--- src/sv/pbt_pkg.sv ---
// Shared types and codes for the port binding table.
// Holds request/entry structs, mode and status codes; no dependencies.
`timescale 1ns / 1ps

package pbt_pkg;

    localparam int MODE_W   = 2;
    localparam int PORT_W   = 16;
    localparam int IFC_W    = 8;
    localparam int SOCK_W   = 16;
    localparam int STATUS_W = 2;

    // request kinds
    localparam logic [MODE_W-1:0] MODE_BIND   = 2'd0;
    localparam logic [MODE_W-1:0] MODE_UNBIND = 2'd1;
    localparam logic [MODE_W-1:0] MODE_LOOKUP = 2'd2;
    localparam logic [MODE_W-1:0] MODE_RSVD   = 2'd3;

    // result codes
    localparam logic [STATUS_W-1:0] ST_OK   = 2'd0;
    localparam logic [STATUS_W-1:0] ST_BUSY = 2'd1;
    localparam logic [STATUS_W-1:0] ST_FULL = 2'd2;
    localparam logic [STATUS_W-1:0] ST_MISS = 2'd3;

    // one stored binding
    typedef struct packed {
        logic [PORT_W-1:0] port;
        logic [IFC_W-1:0]  ifc;
        logic [SOCK_W-1:0] sock;
    } t_entry;

    // one latched request
    typedef struct packed {
        logic [MODE_W-1:0] mode;
        logic [PORT_W-1:0] port;
        logic [IFC_W-1:0]  ifc;
        logic [SOCK_W-1:0] sock;
    } t_req;

endpackage

--- src/sv/pbt_mem.sv ---
// Binding storage: one write port, one read port with registered data.
// Depends on pbt_pkg for the entry type.
`timescale 1ns / 1ps

module pbt_mem #(
    parameter int DEPTH = 16,
    parameter int AW    = 4
) (
    input  logic            i_clk,
    input  logic            i_we,
    input  logic [AW-1:0]   i_waddr,
    input  pbt_pkg::t_entry i_wdata,
    input  logic [AW-1:0]   i_raddr,
    output pbt_pkg::t_entry o_rdata
);
    import pbt_pkg::*;

    t_entry r_mem [DEPTH];
    t_entry r_rdata;

    // write the addressed entry
    always_ff @(posedge i_clk) begin
        if (i_we) begin
            r_mem[i_waddr] <= i_wdata;
        end
    end

    // register the read data
    always_ff @(posedge i_clk) begin
        r_rdata <= r_mem[i_raddr];
    end

    assign o_rdata = r_rdata;

endmodule

--- src/sv/pbt_match.sv ---
// Shared compare unit: tests one stored entry against the latched request.
// Depends on pbt_pkg for request/entry types and mode codes.
`timescale 1ns / 1ps

module pbt_match (
    input  pbt_pkg::t_req   i_req,
    input  pbt_pkg::t_entry i_entry,
    output logic            o_hit
);
    import pbt_pkg::*;

    logic w_port_eq;
    logic w_ifc_ovl;

    assign w_port_eq = (i_entry.port == i_req.port);
    // interfaces overlap when either side is a wildcard or both agree
    assign w_ifc_ovl = (i_req.ifc == '0) || (i_entry.ifc == '0) || (i_entry.ifc == i_req.ifc);

    // pick the test for the request kind
    always_comb begin
        unique case (i_req.mode)
            MODE_BIND:   o_hit = w_port_eq && w_ifc_ovl;
            MODE_UNBIND: o_hit = (i_entry.sock == i_req.sock);
            MODE_LOOKUP: o_hit = w_port_eq;
            default:     o_hit = 1'b0;
        endcase
    end

endmodule

--- src/sv/port_binding_table_core.sv ---
// Port binding table top level: sequencer over the binding memory and compare unit.
// Depends on pbt_pkg, pbt_mem and pbt_match.
// A bind of port 0 or a reserved mode strobes its result the cycle after start.
// Other items scan newest to oldest through the single read port: an issue step, then one
// compare per entry; the strobe comes once the scan is exhausted, earlier on a hit.
// An unbind below the newest entry then moves each newer entry down one slot.
// One item at a time; busy drops as the result strobe rises; no stall input.
// Reset (synchronous, active low) empties the table; entries need no clearing.
`timescale 1ns / 1ps

module port_binding_table_core #(
    parameter int TABLE_ENTRIES = 16
) (
    input  logic                           i_clk,
    input  logic                           i_rst_n,
    input  logic                           start,
    input  logic [pbt_pkg::MODE_W-1:0]     i_mode,
    input  logic [pbt_pkg::PORT_W-1:0]     i_port,
    input  logic [pbt_pkg::IFC_W-1:0]      i_interface_req,
    input  logic [pbt_pkg::SOCK_W-1:0]     i_socket_id,
    output logic                           busy,
    output logic                           o_valid,
    output logic [pbt_pkg::STATUS_W-1:0]   o_status,
    output logic [pbt_pkg::SOCK_W-1:0]     o_found_socket
);
    import pbt_pkg::*;

    localparam int AW = (TABLE_ENTRIES > 1) ? $clog2(TABLE_ENTRIES) : 1;
    localparam int CW = $clog2(TABLE_ENTRIES + 1);

    typedef enum logic [1:0] {
        S_IDLE,
        S_SCAN,
        S_SHIFT
    } t_state;

    // Physical slot count-1 holds the newest binding, slot 0 the oldest.
    t_state              r_state,  n_state;
    t_req                r_req,    n_req;
    logic [CW-1:0]       r_count,  n_count;
    logic [AW-1:0]       r_addr,   n_addr;
    logic [AW-1:0]       r_rd_idx, n_rd_idx;
    logic                r_pend,   n_pend;
    logic                r_rd_vld, n_rd_vld;
    logic                r_valid,  n_valid;
    logic [STATUS_W-1:0] r_status, n_status;
    logic [SOCK_W-1:0]   r_found,  n_found;

    logic                w_we;
    logic [AW-1:0]       w_waddr;
    t_entry              w_wdata;
    t_entry              w_rdata;
    logic                w_hit;
    logic [AW-1:0]       w_last;

    assign w_last = AW'(r_count - CW'(1));

    pbt_mem #(
        .DEPTH (TABLE_ENTRIES),
        .AW    (AW)
    ) u_mem (
        .i_clk   (i_clk),
        .i_we    (w_we),
        .i_waddr (w_waddr),
        .i_wdata (w_wdata),
        .i_raddr (r_addr),
        .o_rdata (w_rdata)
    );

    pbt_match u_match (
        .i_req   (r_req),
        .i_entry (w_rdata),
        .o_hit   (w_hit)
    );

    // sequence scans and compaction
    always_comb begin
        n_state  = r_state;
        n_req    = r_req;
        n_count  = r_count;
        n_addr   = r_addr;
        n_rd_idx = r_rd_idx;
        n_pend   = r_pend;
        n_rd_vld = r_rd_vld;
        n_valid  = 1'b0;
        n_status = r_status;
        n_found  = '0;
        w_we     = 1'b0;
        w_waddr  = r_rd_idx;
        w_wdata  = '{port: r_req.port, ifc: r_req.ifc, sock: r_req.sock};

        unique case (r_state)
            S_IDLE: begin
                if (start) begin
                    n_req = '{mode: i_mode, port: i_port, ifc: i_interface_req,
                              sock: i_socket_id};
                    if (i_mode == MODE_BIND && i_port == '0) begin
                        n_valid  = 1'b1;
                        n_status = ST_BUSY;
                    end else if (i_mode == MODE_RSVD) begin
                        n_valid  = 1'b1;
                        n_status = ST_OK;
                    end else begin
                        n_state  = S_SCAN;
                        n_addr   = w_last;
                        n_pend   = (r_count != '0);
                        n_rd_vld = 1'b0;
                    end
                end
            end

            S_SCAN: begin
                if (r_rd_vld && w_hit) begin
                    // newest match found
                    case (r_req.mode)
                        MODE_LOOKUP: begin
                            n_state  = S_IDLE;
                            n_valid  = 1'b1;
                            n_status = ST_OK;
                            n_found  = w_rdata.sock;
                        end
                        MODE_UNBIND: begin
                            if (r_rd_idx == w_last) begin
                                n_state  = S_IDLE;
                                n_valid  = 1'b1;
                                n_status = ST_OK;
                                n_count  = r_count - CW'(1);
                            end else begin
                                n_state  = S_SHIFT;
                                n_addr   = r_rd_idx + AW'(1);
                                n_pend   = 1'b1;
                                n_rd_vld = 1'b0;
                            end
                        end
                        default: begin
                            n_state  = S_IDLE;
                            n_valid  = 1'b1;
                            n_status = ST_BUSY;
                        end
                    endcase
                end else if (!r_pend) begin
                    // scan exhausted without a match
                    n_state = S_IDLE;
                    n_valid = 1'b1;
                    case (r_req.mode)
                        MODE_LOOKUP: n_status = ST_MISS;
                        MODE_BIND: begin
                            if (r_count == CW'(TABLE_ENTRIES)) begin
                                n_status = ST_FULL;
                            end else begin
                                n_status = ST_OK;
                                w_we     = 1'b1;
                                w_waddr  = r_count[AW-1:0];
                                n_count  = r_count + CW'(1);
                            end
                        end
                        default: n_status = ST_OK;
                    endcase
                end else begin
                    // issue the next older entry
                    n_rd_vld = 1'b1;
                    n_rd_idx = r_addr;
                    if (r_addr == '0) begin
                        n_pend = 1'b0;
                    end else begin
                        n_addr = r_addr - AW'(1);
                    end
                end
            end

            S_SHIFT: begin
                // move each newer entry down one slot over the removed one
                if (r_rd_vld) begin
                    w_we    = 1'b1;
                    w_waddr = r_rd_idx - AW'(1);
                    w_wdata = w_rdata;
                end
                if (r_rd_vld && !r_pend) begin
                    n_state  = S_IDLE;
                    n_valid  = 1'b1;
                    n_status = ST_OK;
                    n_count  = r_count - CW'(1);
                end else begin
                    n_rd_vld = 1'b1;
                    n_rd_idx = r_addr;
                    if (r_addr == w_last) begin
                        n_pend = 1'b0;
                    end else begin
                        n_addr = r_addr + AW'(1);
                    end
                end
            end

            default: begin
                n_state = S_IDLE;
            end
        endcase
    end

    // hold state and registered outputs
    always_ff @(posedge i_clk) begin
        r_req    <= n_req;
        r_addr   <= n_addr;
        r_rd_idx <= n_rd_idx;
        r_status <= n_status;
        r_found  <= n_found;
        if (!i_rst_n) begin
            r_state  <= S_IDLE;
            r_count  <= '0;
            r_pend   <= 1'b0;
            r_rd_vld <= 1'b0;
            r_valid  <= 1'b0;
        end else begin
            r_state  <= n_state;
            r_count  <= n_count;
            r_pend   <= n_pend;
            r_rd_vld <= n_rd_vld;
            r_valid  <= n_valid;
        end
    end

    assign busy           = (r_state != S_IDLE);
    assign o_valid        = r_valid;
    assign o_status       = r_status;
    assign o_found_socket = r_found;

`ifndef SYNTHESIS
    a_done_idle: assert property (@(posedge i_clk) disable iff (!i_rst_n)
        o_valid |-> !busy)
        else $error("result strobe while sequencer still busy");

    a_found_zero: assert property (@(posedge i_clk) disable iff (!i_rst_n)
        (o_valid && o_status != ST_OK) |-> (o_found_socket == '0))
        else $error("socket reported on a failed request");

    a_count_max: assert property (@(posedge i_clk) disable iff (!i_rst_n)
        r_count <= CW'(TABLE_ENTRIES))
        else $error("binding count above table size");

    a_shift_unbind: assert property (@(posedge i_clk) disable iff (!i_rst_n)
        (r_state == S_SHIFT) |-> (r_req.mode == MODE_UNBIND && r_count != '0))
        else $error("compaction outside an unbind");
`endif

endmodule

--- config.mk ---
export PLATFORM = sky130hd
export DESIGN_NAME = port_binding_table_core
export DESIGN_NICKNAME = d
export VERILOG_FILES = /design/src/sv/pbt_pkg.sv /design/src/sv/pbt_mem.sv /design/src/sv/pbt_match.sv /design/src/sv/port_binding_table_core.sv
export SDC_FILE = /design/constraint.sdc
export NUM_CORES = 1
export LEC_CHECK = 0
export BUFFER_PORTS_ARGS = -buffer_cell sky130_fd_sc_hd__clkbuf_2
export CAP_MARGIN = 20
export CORE_ASPECT_RATIO = 0.6
export CORE_MARGIN = 8
export CORE_UTILIZATION = 56
export CTS_CLUSTER_DIAMETER = 200
export DETAILED_ROUTE_END_ITERATION = 16
export PLACE_DENSITY_LB_ADDON = 0.05
export SETUP_SLACK_MARGIN = 0.4
export SLEW_MARGIN = 20
export SYNTH_ARGS = -nofsm -noshare
export SYNTH_HDL_FRONTEND = slang
export SYNTH_SLANG_ARGS = --single-unit
--- constraint.sdc ---
create_clock -name i_clk -period 4.5 [get_ports i_clk]
set_clock_uncertainty 0.2 [all_clocks]
set_input_delay 0.45 -clock i_clk [delete_from_list [all_inputs] [get_ports i_clk]]
set_output_delay 0.45 -clock i_clk [all_outputs]
set_load 0.01 [all_outputs]
After elaboration in Yosys (flattened, before gate mapping)
Memories as Yosys holds them, arrays and structs flattened. A register that Yosys moved wholly into a read port is not among the register bits. Cells that the tools add are included.

Register bits: 78. Memory bits (writable): 640. Output and inout bits: 20. Word-level logic and storage cells: 165. Memories: 1.

Memory list: u_mem.r_mem (words 16, width 40, rd ports 1, clocked after Yosys merged registers in 1, wr ports 1, line pbt_mem.sv:18) `t_entry r_mem [DEPTH];`.

$add $sub $neg: 6. Equal/unequal tests: 30. Multiplexer cells: 88. Reductions and logical operators: 27.

Operator list (number): two-way mux 40 bit (2); two-way mux 4 bit (18); two-way mux 5 bit (7); two-way mux 1 bit (33); == test 16 bit (2); two-way mux 2 bit (15); != test 3 bit (second input constant) (7); != test 2 bit (second input constant) (9); zero test 16 bit (1); zero test 8 bit (2); case mux 4 bit (2 select lines) (2); AND reduction 8 bit (2); case mux 1 bit (3 select lines) (4); case mux 2 bit (3 select lines) (2); case mux 4 bit (3 select lines) (1); case mux 5 bit (2 select lines) (1); AND reduction 10 bit (1); adder 4 x 1 -> 4 bit (second input constant) (2); == test 4 bit (2); == test 8 bit (1); case mux 2 bit (2 select lines) (2); subtractor 4 x 1 -> 4 bit (second input constant) (2); AND reduction 7 bit (1); == test 2 bit (second input constant) (3); other kinds (20) (29).

Depth between registers and ports, before layout
Gate-level depths: netlist of run 1.

Depth in word-level cells: 10. Mapped depth: 11. Gate-level depth less buffers: 9.

Cells and area by module
A second synthesis of run 1 with hierarchy kept.

Cells, all modules: 1447. Area total of the unflattened synthesis: 29718.5 sq um.

By module, submodules not included: pbt_mem (instances 1, cells each 1040, area an instance 25130.4 sq um, seq. area each 20019.2 sq um); port_binding_table_core (instances 1, cells each 345, area an instance 4083.9 sq um, seq. area each 2082.0 sq um); pbt_match (instances 1, cells each 62, area an instance 504.2 sq um, seq. area each 0.0 sq um).

Worst setup path after synthesis of run 1
Ideal clock, no wire load.

Kind: register -> register. Start point: register r_req[40] (netlist name). End point: memory u_mem.r_mem[12][0] (netlist name), enable pin. Arrival: 4.288 ns. Slack: -0.449 ns. Cell stages (with the launch flop): 11. Path buffers: 2. Cell sequence: edfxtp_1 > ha_1 > nor2b_4 > o21ai_2 > nor3_4 > a32oi_4 > mux2i_1 > or3_1 > buf_2 > buf_6 > nor4_2.

Word-level cells in the longest chain between the ends: 7. Elaborated cells on any way between the ends: 15.

RTL lines: from (decl) (line port_binding_table_core.sv:39) `t_req r_req, n_req;`; from (signal assigned) (line port_binding_table_core.sv:202) `r_req <= n_req;`; == test 2 bit (tied with other cells) (line pbt_match.sv:21) `unique case (i_req.mode)`; case mux 1 bit (3 select lines) / two-way mux 1 bit (equally long branches) (line pbt_match.sv:21, port_binding_table_core.sv:145); logical AND 1 bit / two-way mux 1 bit (equally long branches) (line port_binding_table_core.sv:113, port_binding_table_core.sv:141); two-way mux 1 bit (line port_binding_table_core.sv:113) `if (r_rd_vld && w_hit) begin`; case mux 1 bit (2 select lines) (line port_binding_table_core.sv:92) `unique case (r_state)`; two-way mux 1 bit (line pbt_mem.sv:23) `if (i_we) begin`; two-way mux 1 bit (not written as such) (line pbt_mem.sv:24) `r_mem[i_waddr] <= i_wdata;`; to (decl) (line pbt_mem.sv:18).

Several ways; a longest one is shown, not always the timed one.

Worst setup path after layout of run 1
Start point: register r_req[2] (netlist name). End point: memory u_mem.r_mem[2][20] (netlist name), enable pin.

Word-level cells in the longest chain between the ends: 7. Elaborated cells on any way between the ends: 9.

RTL lines: == test 16 bit (*) (line pbt_match.sv:23) `MODE_UNBIND: o_hit = (i_entry.sock == i_req.sock);`; case mux 1 bit (3 select lines) (*) (line pbt_match.sv:21); logical AND 1 bit (*) (line port_binding_table_core.sv:113); two-way mux 1 bit (line port_binding_table_core.sv:113); case mux 1 bit (2 select lines) (line port_binding_table_core.sv:92); two-way mux 1 bit (line pbt_mem.sv:23); two-way mux 1 bit (not written as such) (line pbt_mem.sv:24).

Mark *: on every way between the ends. The rest lies on a longest branch, timed or not.

==> key figures, run 1 <==
Die
  – Die extent in y: between 150 and 200 µm
  – Die area: 0.06115 mm²
  – Floorplan die width: around 310 µm
  – Starting utilization of the core area: 56.69%
  – I/O pin count: 65
  – Area inside the core boundary: roughly 0.053 mm²
  – Total number of placement rows: between 60 and 70

Route
  – Drt first-iter violations: ~1.5k
  – Number of vias per cell after detailed routing: 6.196
  – Post-DRT Antenna Nets: 0
  – Total Wirelength: ~68 mm
  – Via count: between 10k and 15k
  – Number of optimization iterations in the first detailed-route pass: 5
  – Detail-routed net length per standard cell: approximately 29 µm
  – Number of remaining DRC errors: 0

Pwr
  – Sw power: around 3.6 mW
  – Pwr per Cell Area: ~450 mW/mm²
  – Part of the total power dissipated in combinational logic: around an eighth
  – Switching part of the total power: 23.29%
  – Int Power: 11.90 mW
  – Leakage Power: about 11 nW
  – Sequential share of power: a little over half
  – Clock network fraction of total power: a little over a third
  – VDD IR-drop max: about 290 µV

Setup path
  – Origin of the critical flop-to-flop path: r_req[2]
  – Sort of element at the start of the critical path: register
  – Highest fanout seen on the critical path: 16
  – Cell type of the slowest stage on the worst timing path: sky130_fd_sc_hd__nor3_1
  – Cell family with the largest share of critical-path delay: simple AND/OR/NAND/NOR gates
  – Element type at the critical path end: register
  – Slowest Stage Delay on Critical Path: 0.57 ns
  – Worst setup path end: u_mem.r_mem[2][20]
  – Type of the setup path with the least slack: register to register
  – Setup slack on the worst flop-to-flop path: 0.57 ns
  – RR Endpoint: u_mem.r_mem[2][20]
  – R2r worst-path depth: 11
  – Levels on crit path: 11
  – Req. time, crit path: ~4.6 ns
  – Timing startpoint of the critical path: r_req[2]
  – Cell mode on critical path: sky130_fd_sc_hd__buf_4
  – Critical path data arrival time: about 4.0 ns
  – Critical path, cell by cell: xnor2_1 > buf_4 > nand4_1 > nor3_1 > buf_4 > a32oi_4 > mux2i_1 > or3_1 > buf_4 > nor4b_4 > buf_4
  – Critical path buffers and inverters: 4

Clock tree
  – Clock-pin transition on the worst setup and hold timing paths: approximately 0.07 ns
  – Number of buffers between clock root and the deepest sink: 3
  – Insertion delay to the later sink of the worst-skew pair: 0.60 ns
  – Buffer cell driving the clock tree root: sky130_fd_sc_hd__clkbuf_16
  – Total clock sinks: between 700 and 800
  – TritonCTS clock tree: built
  – Total clock buffers created by CTS: 68
  – Total number of H-tree levels: 3

Global route
  – Via count of the first global-routing pass: 14.75k
  – First-pass GRT wire length: approximately 100 mm
  – GR Overflow Total: 0
  – Met3 usage: under 10%
  – Met1 Track Usage GR: between 30% and 40%
  – GR Util All Layers: between 20% and 30%
  – Maximum number of pins on one net before global-route repair: 81
  – Peak-usage layer in the global routing report: met2
  – Antenna violations before repair: 0
  – Met2 Resource Use GR: around a third

Finish
  – Area of all placed cells without fillers: 0.03412 mm²
  – Fillers: between 3k and 4k
  – Net count, final: between 1.5k and 2k
  – Antenna cell count: 0
  – P&R area growth vs syn: 14.38%
  – Layout cell share with drive strength beyond 1: just over 30%
  – Post-layout instance count excluding filler cells: 2315

Timing
  – Min Tclk post-route: around 3.9 ns
  – Number of slew-limit violations in the final report: 0
  – Share of the cycle needed by the critical path after routing: approximately 90%
  – Max-slew headroom: between 40% and 50%
  – Max frequency: 254.2 MHz
  – Hold Fails Final Rpt: 0
  – Slew of the pin with the lowest slew margin: about 0.86 ns
  – Unrepaired setup endpoints after global routing: no
  – Final setup violation count: 0

Placement
  – DP HPWL: about 40 mm
  – Global placement routability congestion: 0.8633
  – Instance area after placement: approximately 0.032 mm²
  – Number of buffers added on ports: 64
  – Number of placed instances, taps included: 2150

Yosys
  – Proportion of synthesized area in mux cells: 17.05%
  – Number of distinct library cells after synthesis: 74
  – Gate count after technology mapping: around 1.4k
  – Simple logic cell fraction of the synthesized area: under 10%
  – #FFs+latches synth: around 760
  – Register area share after synthesis: 74.09%
  – Async SR Flop Fraction: 0%
  – Net count after synthesis: roughly 1.5k
  – Post-synth EDFFs: 692
  – Xor/xnor cell area share of the yosys netlist: 1.745%
  – Fraction of the mapped netlist area in compound gates: 1.896%
  – Post-synthesis average cell area: roughly 21 µm²
  – Adder-Cell Fraction of Synth Area: 0.6291%
  – Cell area after synthesis: 0.02983 mm²
  – Dominant synthesized flop cell: sky130_fd_sc_hd__edfxtp_1
  – Combinational family with the most area after synthesis: multiplexers
  – YS warnings: 0

Job
  – Max-cap violations: 0

Min path
  – Class of the most critical hold timing path: primary input to register

Run status
  – Run status: complete, no violations
## repair_timing
action | 4_1_cts | 5_1_grt
resized for setup | 2 | 1
hold buffers | 42 | 0
gates cloned | 0 | 0
endpoints found under the setup margin | 378 | 73
endpoints found under the hold margin | 42 | 0
buffers inserted | 0 | 0
## layout make-up
cell class | instances | area (µm²) | area share [%]
sequential | 758 | 22100 | 64.77
multi-input combinational | 545 | 7450 | 21.83
clock buffer | 99 | 1848 | 5.416
timing repair buffer | 165 | 1509 | 4.422
tap | 703 | 879.6 | 2.578
clock inverter | 24 | 254.0 | 0.7444
inverter | 21 | 78.83 | 0.2310
## per-layer routing
| metal | part of all wire, % | vias to the layer above | wire length [µm] |
|---|---|---|---|
| li1 | - | 6125 | - |
| met1 | 45 | 7617 | 30460 |
| met2 | 47 | 511 | 31530 |
| met3 | 6.4 | 91 | 4341 |
| met4 | 1.9 | 0 | 1286 |
| met5 | 0 | - | 0 |
## per-stage QoR
stage	TNS (ns)	util (%)	hold slack, ns	worst slack (ns)	power, mW
floorplan	-192.75	-	0.2244	-0.4489	9.478
global placement	0	60.01	0.2797	0.2599	10.04
detailed placement	0	60.01	0.2911	0.1788	10.05
CTS	0	64.83	0.1286	0.4948	15.64
global route	0	64.84	0.1736	0.4226	16.02
finish	0	64.84	0.1436	0.5661	15.51
## flip-flops by register name, summed over array words and instances (netlist names)
signal          count
r_rd_idx            4
o_valid             1
r_state             2
r_req              42
r_count             5
o_found_socket     16
r_rd_vld            1
r_pend              1
u_mem.r_mem       640
u_mem.o_rdata      40
r_addr              4
o_status            2
## worst min-delay path by stage
| stage | from | end | slack (ns) | cells after the start |
|---|---|---|---|---|
| after global placement | u_mem.o_rdata[9] | o_found_socket[9] | 0.28 | 1 |
| final | i_rst_n | r_state[1] | 0.14 | 3 |
| after CTS | i_rst_n | r_state[1] | 0.13 | 3 |
| after floorplan | r_addr[2] | r_rd_idx[2] | 0.22 | 0 |
| after detailed placement | u_mem.o_rdata[9] | o_found_socket[9] | 0.29 | 1 |
| after global routing | i_rst_n | r_pend | 0.17 | 3 |
## tightest hold or removal path, delay by kind of cell
kind | cells | cell delay, ns
muxes | 1 | 0.05
and+or+nand+nor | 1 | 0.14
buffers and inverters | 1 | 0.24
## placed cells by master (no fill, tap or decap), drive strengths merged, types with 16 or more instances in the layout
| cell type | count |
|---|---|
| edfxtp | 692 |
| mux4 | 200 |
| clkbuf | 163 |
| dfxtp | 66 |
| buf | 59 |
| xnor2 | 49 |
| dlygate4sd3 | 42 |
| mux2 | 41 |
| nand2 | 32 |
| inv | 26 |
| and2 | 19 |
| nor2 | 18 |
| a21oi | 17 |
| o21ai | 16 |
## logic make-up after synthesis
kind of cell               after synthesis
and+or+nand+nor                        149
AOI/OAI and AO/OA                       71
xor gates and xnor gates                57
buffers and inverters                   93
DFF                                    758
muxes                                  253
adders and majority gates               15
## power by group through the flow
stage                     clock [mW]  sequential (mW)  combinational, mW
after global routing            5.95             8.11               1.95
after global placement             0             8.24               1.80
after floorplan                    0             8.16               1.32
after CTS                       5.70             8.09               1.85
after detailed placement           0             8.24               1.81
final                           5.58             8.09               1.83
## synth_stat cells, types with 17 or more instances
cell type / n / share of area (%)
sky130_fd_sc_hd__inv_1: 21 / 0.26
sky130_fd_sc_hd__dfxtp_1: 66 / 4.4
sky130_fd_sc_hd__nor2_1: 17 / 0.21
sky130_fd_sc_hd__buf_2: 21 / 0.35
sky130_fd_sc_hd__xnor2_1: 49 / 1.4
sky130_fd_sc_hd__mux2_2: 41 / 1.5
sky130_fd_sc_hd__mux4_2: 200 / 15
sky130_fd_sc_hd__nand2_1: 32 / 0.40
sky130_fd_sc_hd__clkbuf_1: 40 / 0.50
sky130_fd_sc_hd__and2_1: 19 / 0.40
sky130_fd_sc_hd__edfxtp_1: 692 / 70
Power figures use the tool's default switching activity.
==> run 2, diff against run 1 <==
BUFFER_PORTS_ARGS = not set   (was -buffer_cell sky130_fd_sc_hd__clkbuf_2)
CORE_UTILIZATION = 57   (was 56)
DONT_BUFFER_PORTS = 1   (was not set)
==> run 2 against run 1 <==
Cell count down 2.5%. Core utilization up 0.23 points. First-iteration DRC count down 0.60%. Clock-buffer cell count down 10. Global-route usage down 0.35 points. Critical path depth down 2. Die area down 1.6%. Combinational power about the same. Worst setup slack better by 0.18 ns. Final area down 0.58%. Hold slack worse by 0.065 ns. Fmax up 4.8%. Critical path type unchanged.
==> key figures, run 2 (synthesis gave the netlist of run 1 again) <==
Run status
  – Run status: complete, no violations

Timing
  – Min Tclk post-route: 3.755 ns (-0.1793 ns)
  – Final-layout worst hold slack: 0.07809 ns (-0.06548 ns)
  – Final setup violation count: 0 (unchanged)
  – Max frequency: 266.3 MHz (+4.8%)
  – Share of the cycle needed by the critical path after routing: 83.44% (-4.0 points)
  – Hold Fails Final Rpt: 0 (unchanged)
  – Max-slew headroom: 42.97% (+0.99 points)
  – Unrepaired setup endpoints after global routing: no
  – Number of slew-limit violations in the final report: 0 (unchanged)
  – Slew of the pin with the lowest slew margin: 0.8554 ns (-0.009012 ns)

Min path
  – Worst hold path cell count: 2 (-1)
  – Class of the most critical hold timing path: primary input to register

Finish
  – Register containing the most flip-flops in the final layout: u_mem.r_mem
  – Net count, final: 1561 (-3.6%)
  – Antenna cell count: 0 (unchanged)
  – Commonest non-fill, non-tap cell in the layout: sky130_fd_sc_hd__edfxtp_1
  – Fillers: 3395 (-2.2%)
  – Layout cell share with drive strength beyond 1: 28.53% (-2.2 points)
  – Max reg flops: 640 (unchanged)
  – Post-route core utilization: 65.07% (+0.23 points)
  – P&R area growth vs syn: 13.72%
  – Top library cells by usage in the layout, fill and taps aside: sky130_fd_sc_hd__edfxtp_1 (692), sky130_fd_sc_hd__mux4_2 (200), sky130_fd_sc_hd__clkbuf_16 (70), sky130_fd_sc_hd__dfxtp_1 (66), sky130_fd_sc_hd__xnor2_1 (49)

Global route
  – Antenna violations before repair: 5 (+5)
  – First-pass GRT wire length: 97.97 mm (-2.2%)
  – GR Overflow Total: 0 (unchanged)
  – Maximum number of pins on one net before global-route repair: 73 (-9.9%)
  – GR Util All Layers: 21.85% (-0.35 points)
  – Via count of the first global-routing pass: 14.38k (-2.5%)

Placement
  – Global placement routability congestion: 0.8758 (+1.4%)
  – Number of buffers added on ports: 0 (-100%)
  – DP HPWL: 39.26 mm (-1.9%)

Die
  – Die area: 0.06015 mm² (-1.6%)
  – Total number of placement rows: 65 (unchanged)
  – Die extent in y: 193.2 µm (-0.81%)
  – Starting utilization of the core area: 57.22% (+0.53 points)
  – Area inside the core boundary: 0.05213 mm² (-0.93%)
  – I/O pin count: 65 (unchanged)
  – Floorplan die width: 311.3 µm (-0.84%)

Clock tree
  – Gates resized, CTS repair: 0 (-2)
  – Buffer cell driving the clock tree root: sky130_fd_sc_hd__clkbuf_16
  – Total clock sinks: 758 (unchanged)
  – Number of buffers between clock root and the deepest sink: 3 (unchanged)
  – Clock-pin transition on the worst setup and hold timing paths: 0.06 ns (about the same)
  – Insertion delay to the later sink of the worst-skew pair: 0.59 ns (about the same)
  – Total number of H-tree levels: 3 (unchanged)
  – Count of buffers added by post-CTS timing repair for setup: 0 (unchanged)
  – # hold bufs at CTS: 43 (+2.4%)
  – Total clock buffers created by CTS: 68 (unchanged)
  – TritonCTS clock tree: built

Route
  – Post-DRT Antenna Nets: 0 (unchanged)
  – Detail-routed net length per standard cell: 29.25 µm (+0.16%)
  – Number of remaining DRC errors: 0 (unchanged)
  – Via count: 14.15k (-1.4%)
  – Drt first-iter violations: 1494 (-0.60%)
  – Number of vias per cell after detailed routing: 6.271 (+1.2%)
  – Total Wirelength: 66.00 mm (-2.4%)
  – Number of optimization iterations in the first detailed-route pass: 6 (+1)

Setup path
  – Type of the setup path with the least slack: register to register
  – Element type at the critical path end: register
  – R2r worst-path depth: 9 (-2)
  – Req. time, crit path: 4.58 ns (+0.03 ns)
  – Sort of element at the start of the critical path: register
  – Critical path data arrival time: 3.84 ns (-0.15 ns)
  – Highest fanout seen on the critical path: 21 (+5)

Pwr
  – Leakage Power: 10.83 nW (-1.8%)
  – Tot Pwr: 15.71 mW (+1.3%)
  – Pwr per Cell Area: 463.0 mW/mm² (+1.9%)
  – VDD IR-drop max: 320.3 µV (+11%)

Job
  – Max-cap violations: 0 (unchanged)
==> run 2: cell count changes in the layout (fill, tap and decap cells not counted), sizes merged <==
| cell | previous run | this run |
|---|---|---|
| buf | 59 | 64 |
| bufinv | 4 | 6 |
| clkbuf | 163 | 89 |
| clkinv | 15 | 21 |
| clkinvlp | 0 | 2 |
| dlygate4sd3 | 42 | 43 |
| inv | 26 | 25 |
==> run 2: path summary, 6_finish.rpt <==
check	slack [ns]	to	from
hold reg to reg	0.30	o_found_socket[12]	u_mem.o_rdata[12]
setup reg to reg	0.75	u_mem.r_mem[14][21]	r_req[16]
setup / recovery	0.75	u_mem.r_mem[14][21]	r_req[16]
hold / removal	0.08	o_status[0]	start
==> run 2: routing by layer <==
layer	vias up	GRT usage (%)	part of all wire [%]
met2	553	31.44	44
met4	4	5.036	1.9
met5	-	0	0.032
met3	91	4.215	7.5
met1	7496	34.67	47
li1	6004	-	-
==> run 2: report_power, final <==
part | switching (mW) | leakage (nW) | internal (mW)
Sequential | 0.179 | 6.79 | 7.91
Clock | 2.49 | 1.07 | 3.29
Combinational | 0.969 | 2.97 | 0.876
Total | 3.64 | 10.8 | 12.1
==> run 2: worst max-delay path, stage by stage (launching register included) <==
cell and delay (ns):
sky130_fd_sc_hd__edfxtp_1 0.44, sky130_fd_sc_hd__nor4_2 0.68, sky130_fd_sc_hd__a21oi_2 0.16, sky130_fd_sc_hd__o211ai_4 0.17
sky130_fd_sc_hd__a32oi_4 0.27, sky130_fd_sc_hd__mux2i_1 0.17, sky130_fd_sc_hd__or3_1 0.32, sky130_fd_sc_hd__buf_4 0.24
sky130_fd_sc_hd__nor4b_4 0.50, sky130_fd_sc_hd__buf_12 0.26
==> run 2: cell type report <==
type                    instances  area [µm²]  share of cell area [%]
well taps                     703       879.6                   2.593
inverters                      21       78.83                  0.2324
flip-flops and latches        758       22100                   65.15
multi-input cells             545        7442                   21.94
repair buffers                107        1211                   3.570
clock buffers                  89        1863                   5.492
clock inverters                33       346.6                   1.022
==> run 2: metrics by stage <==
step / setup TNS [ns] / setup WS [ns] / area, µm² / cells
after floorplan: -192.75 / -0.4489 / 29830 / 1396
after detailed placement: 0 / 0.7285 / 31280 / 2091
after global placement: 0 / 0.3362 / 31270 / 2091
after CTS: 0 / 0.7193 / 33920 / 2256
after global routing: 0 / 0.5448 / 33920 / 2256
final: 0 / 0.7454 / 33920 / 2256
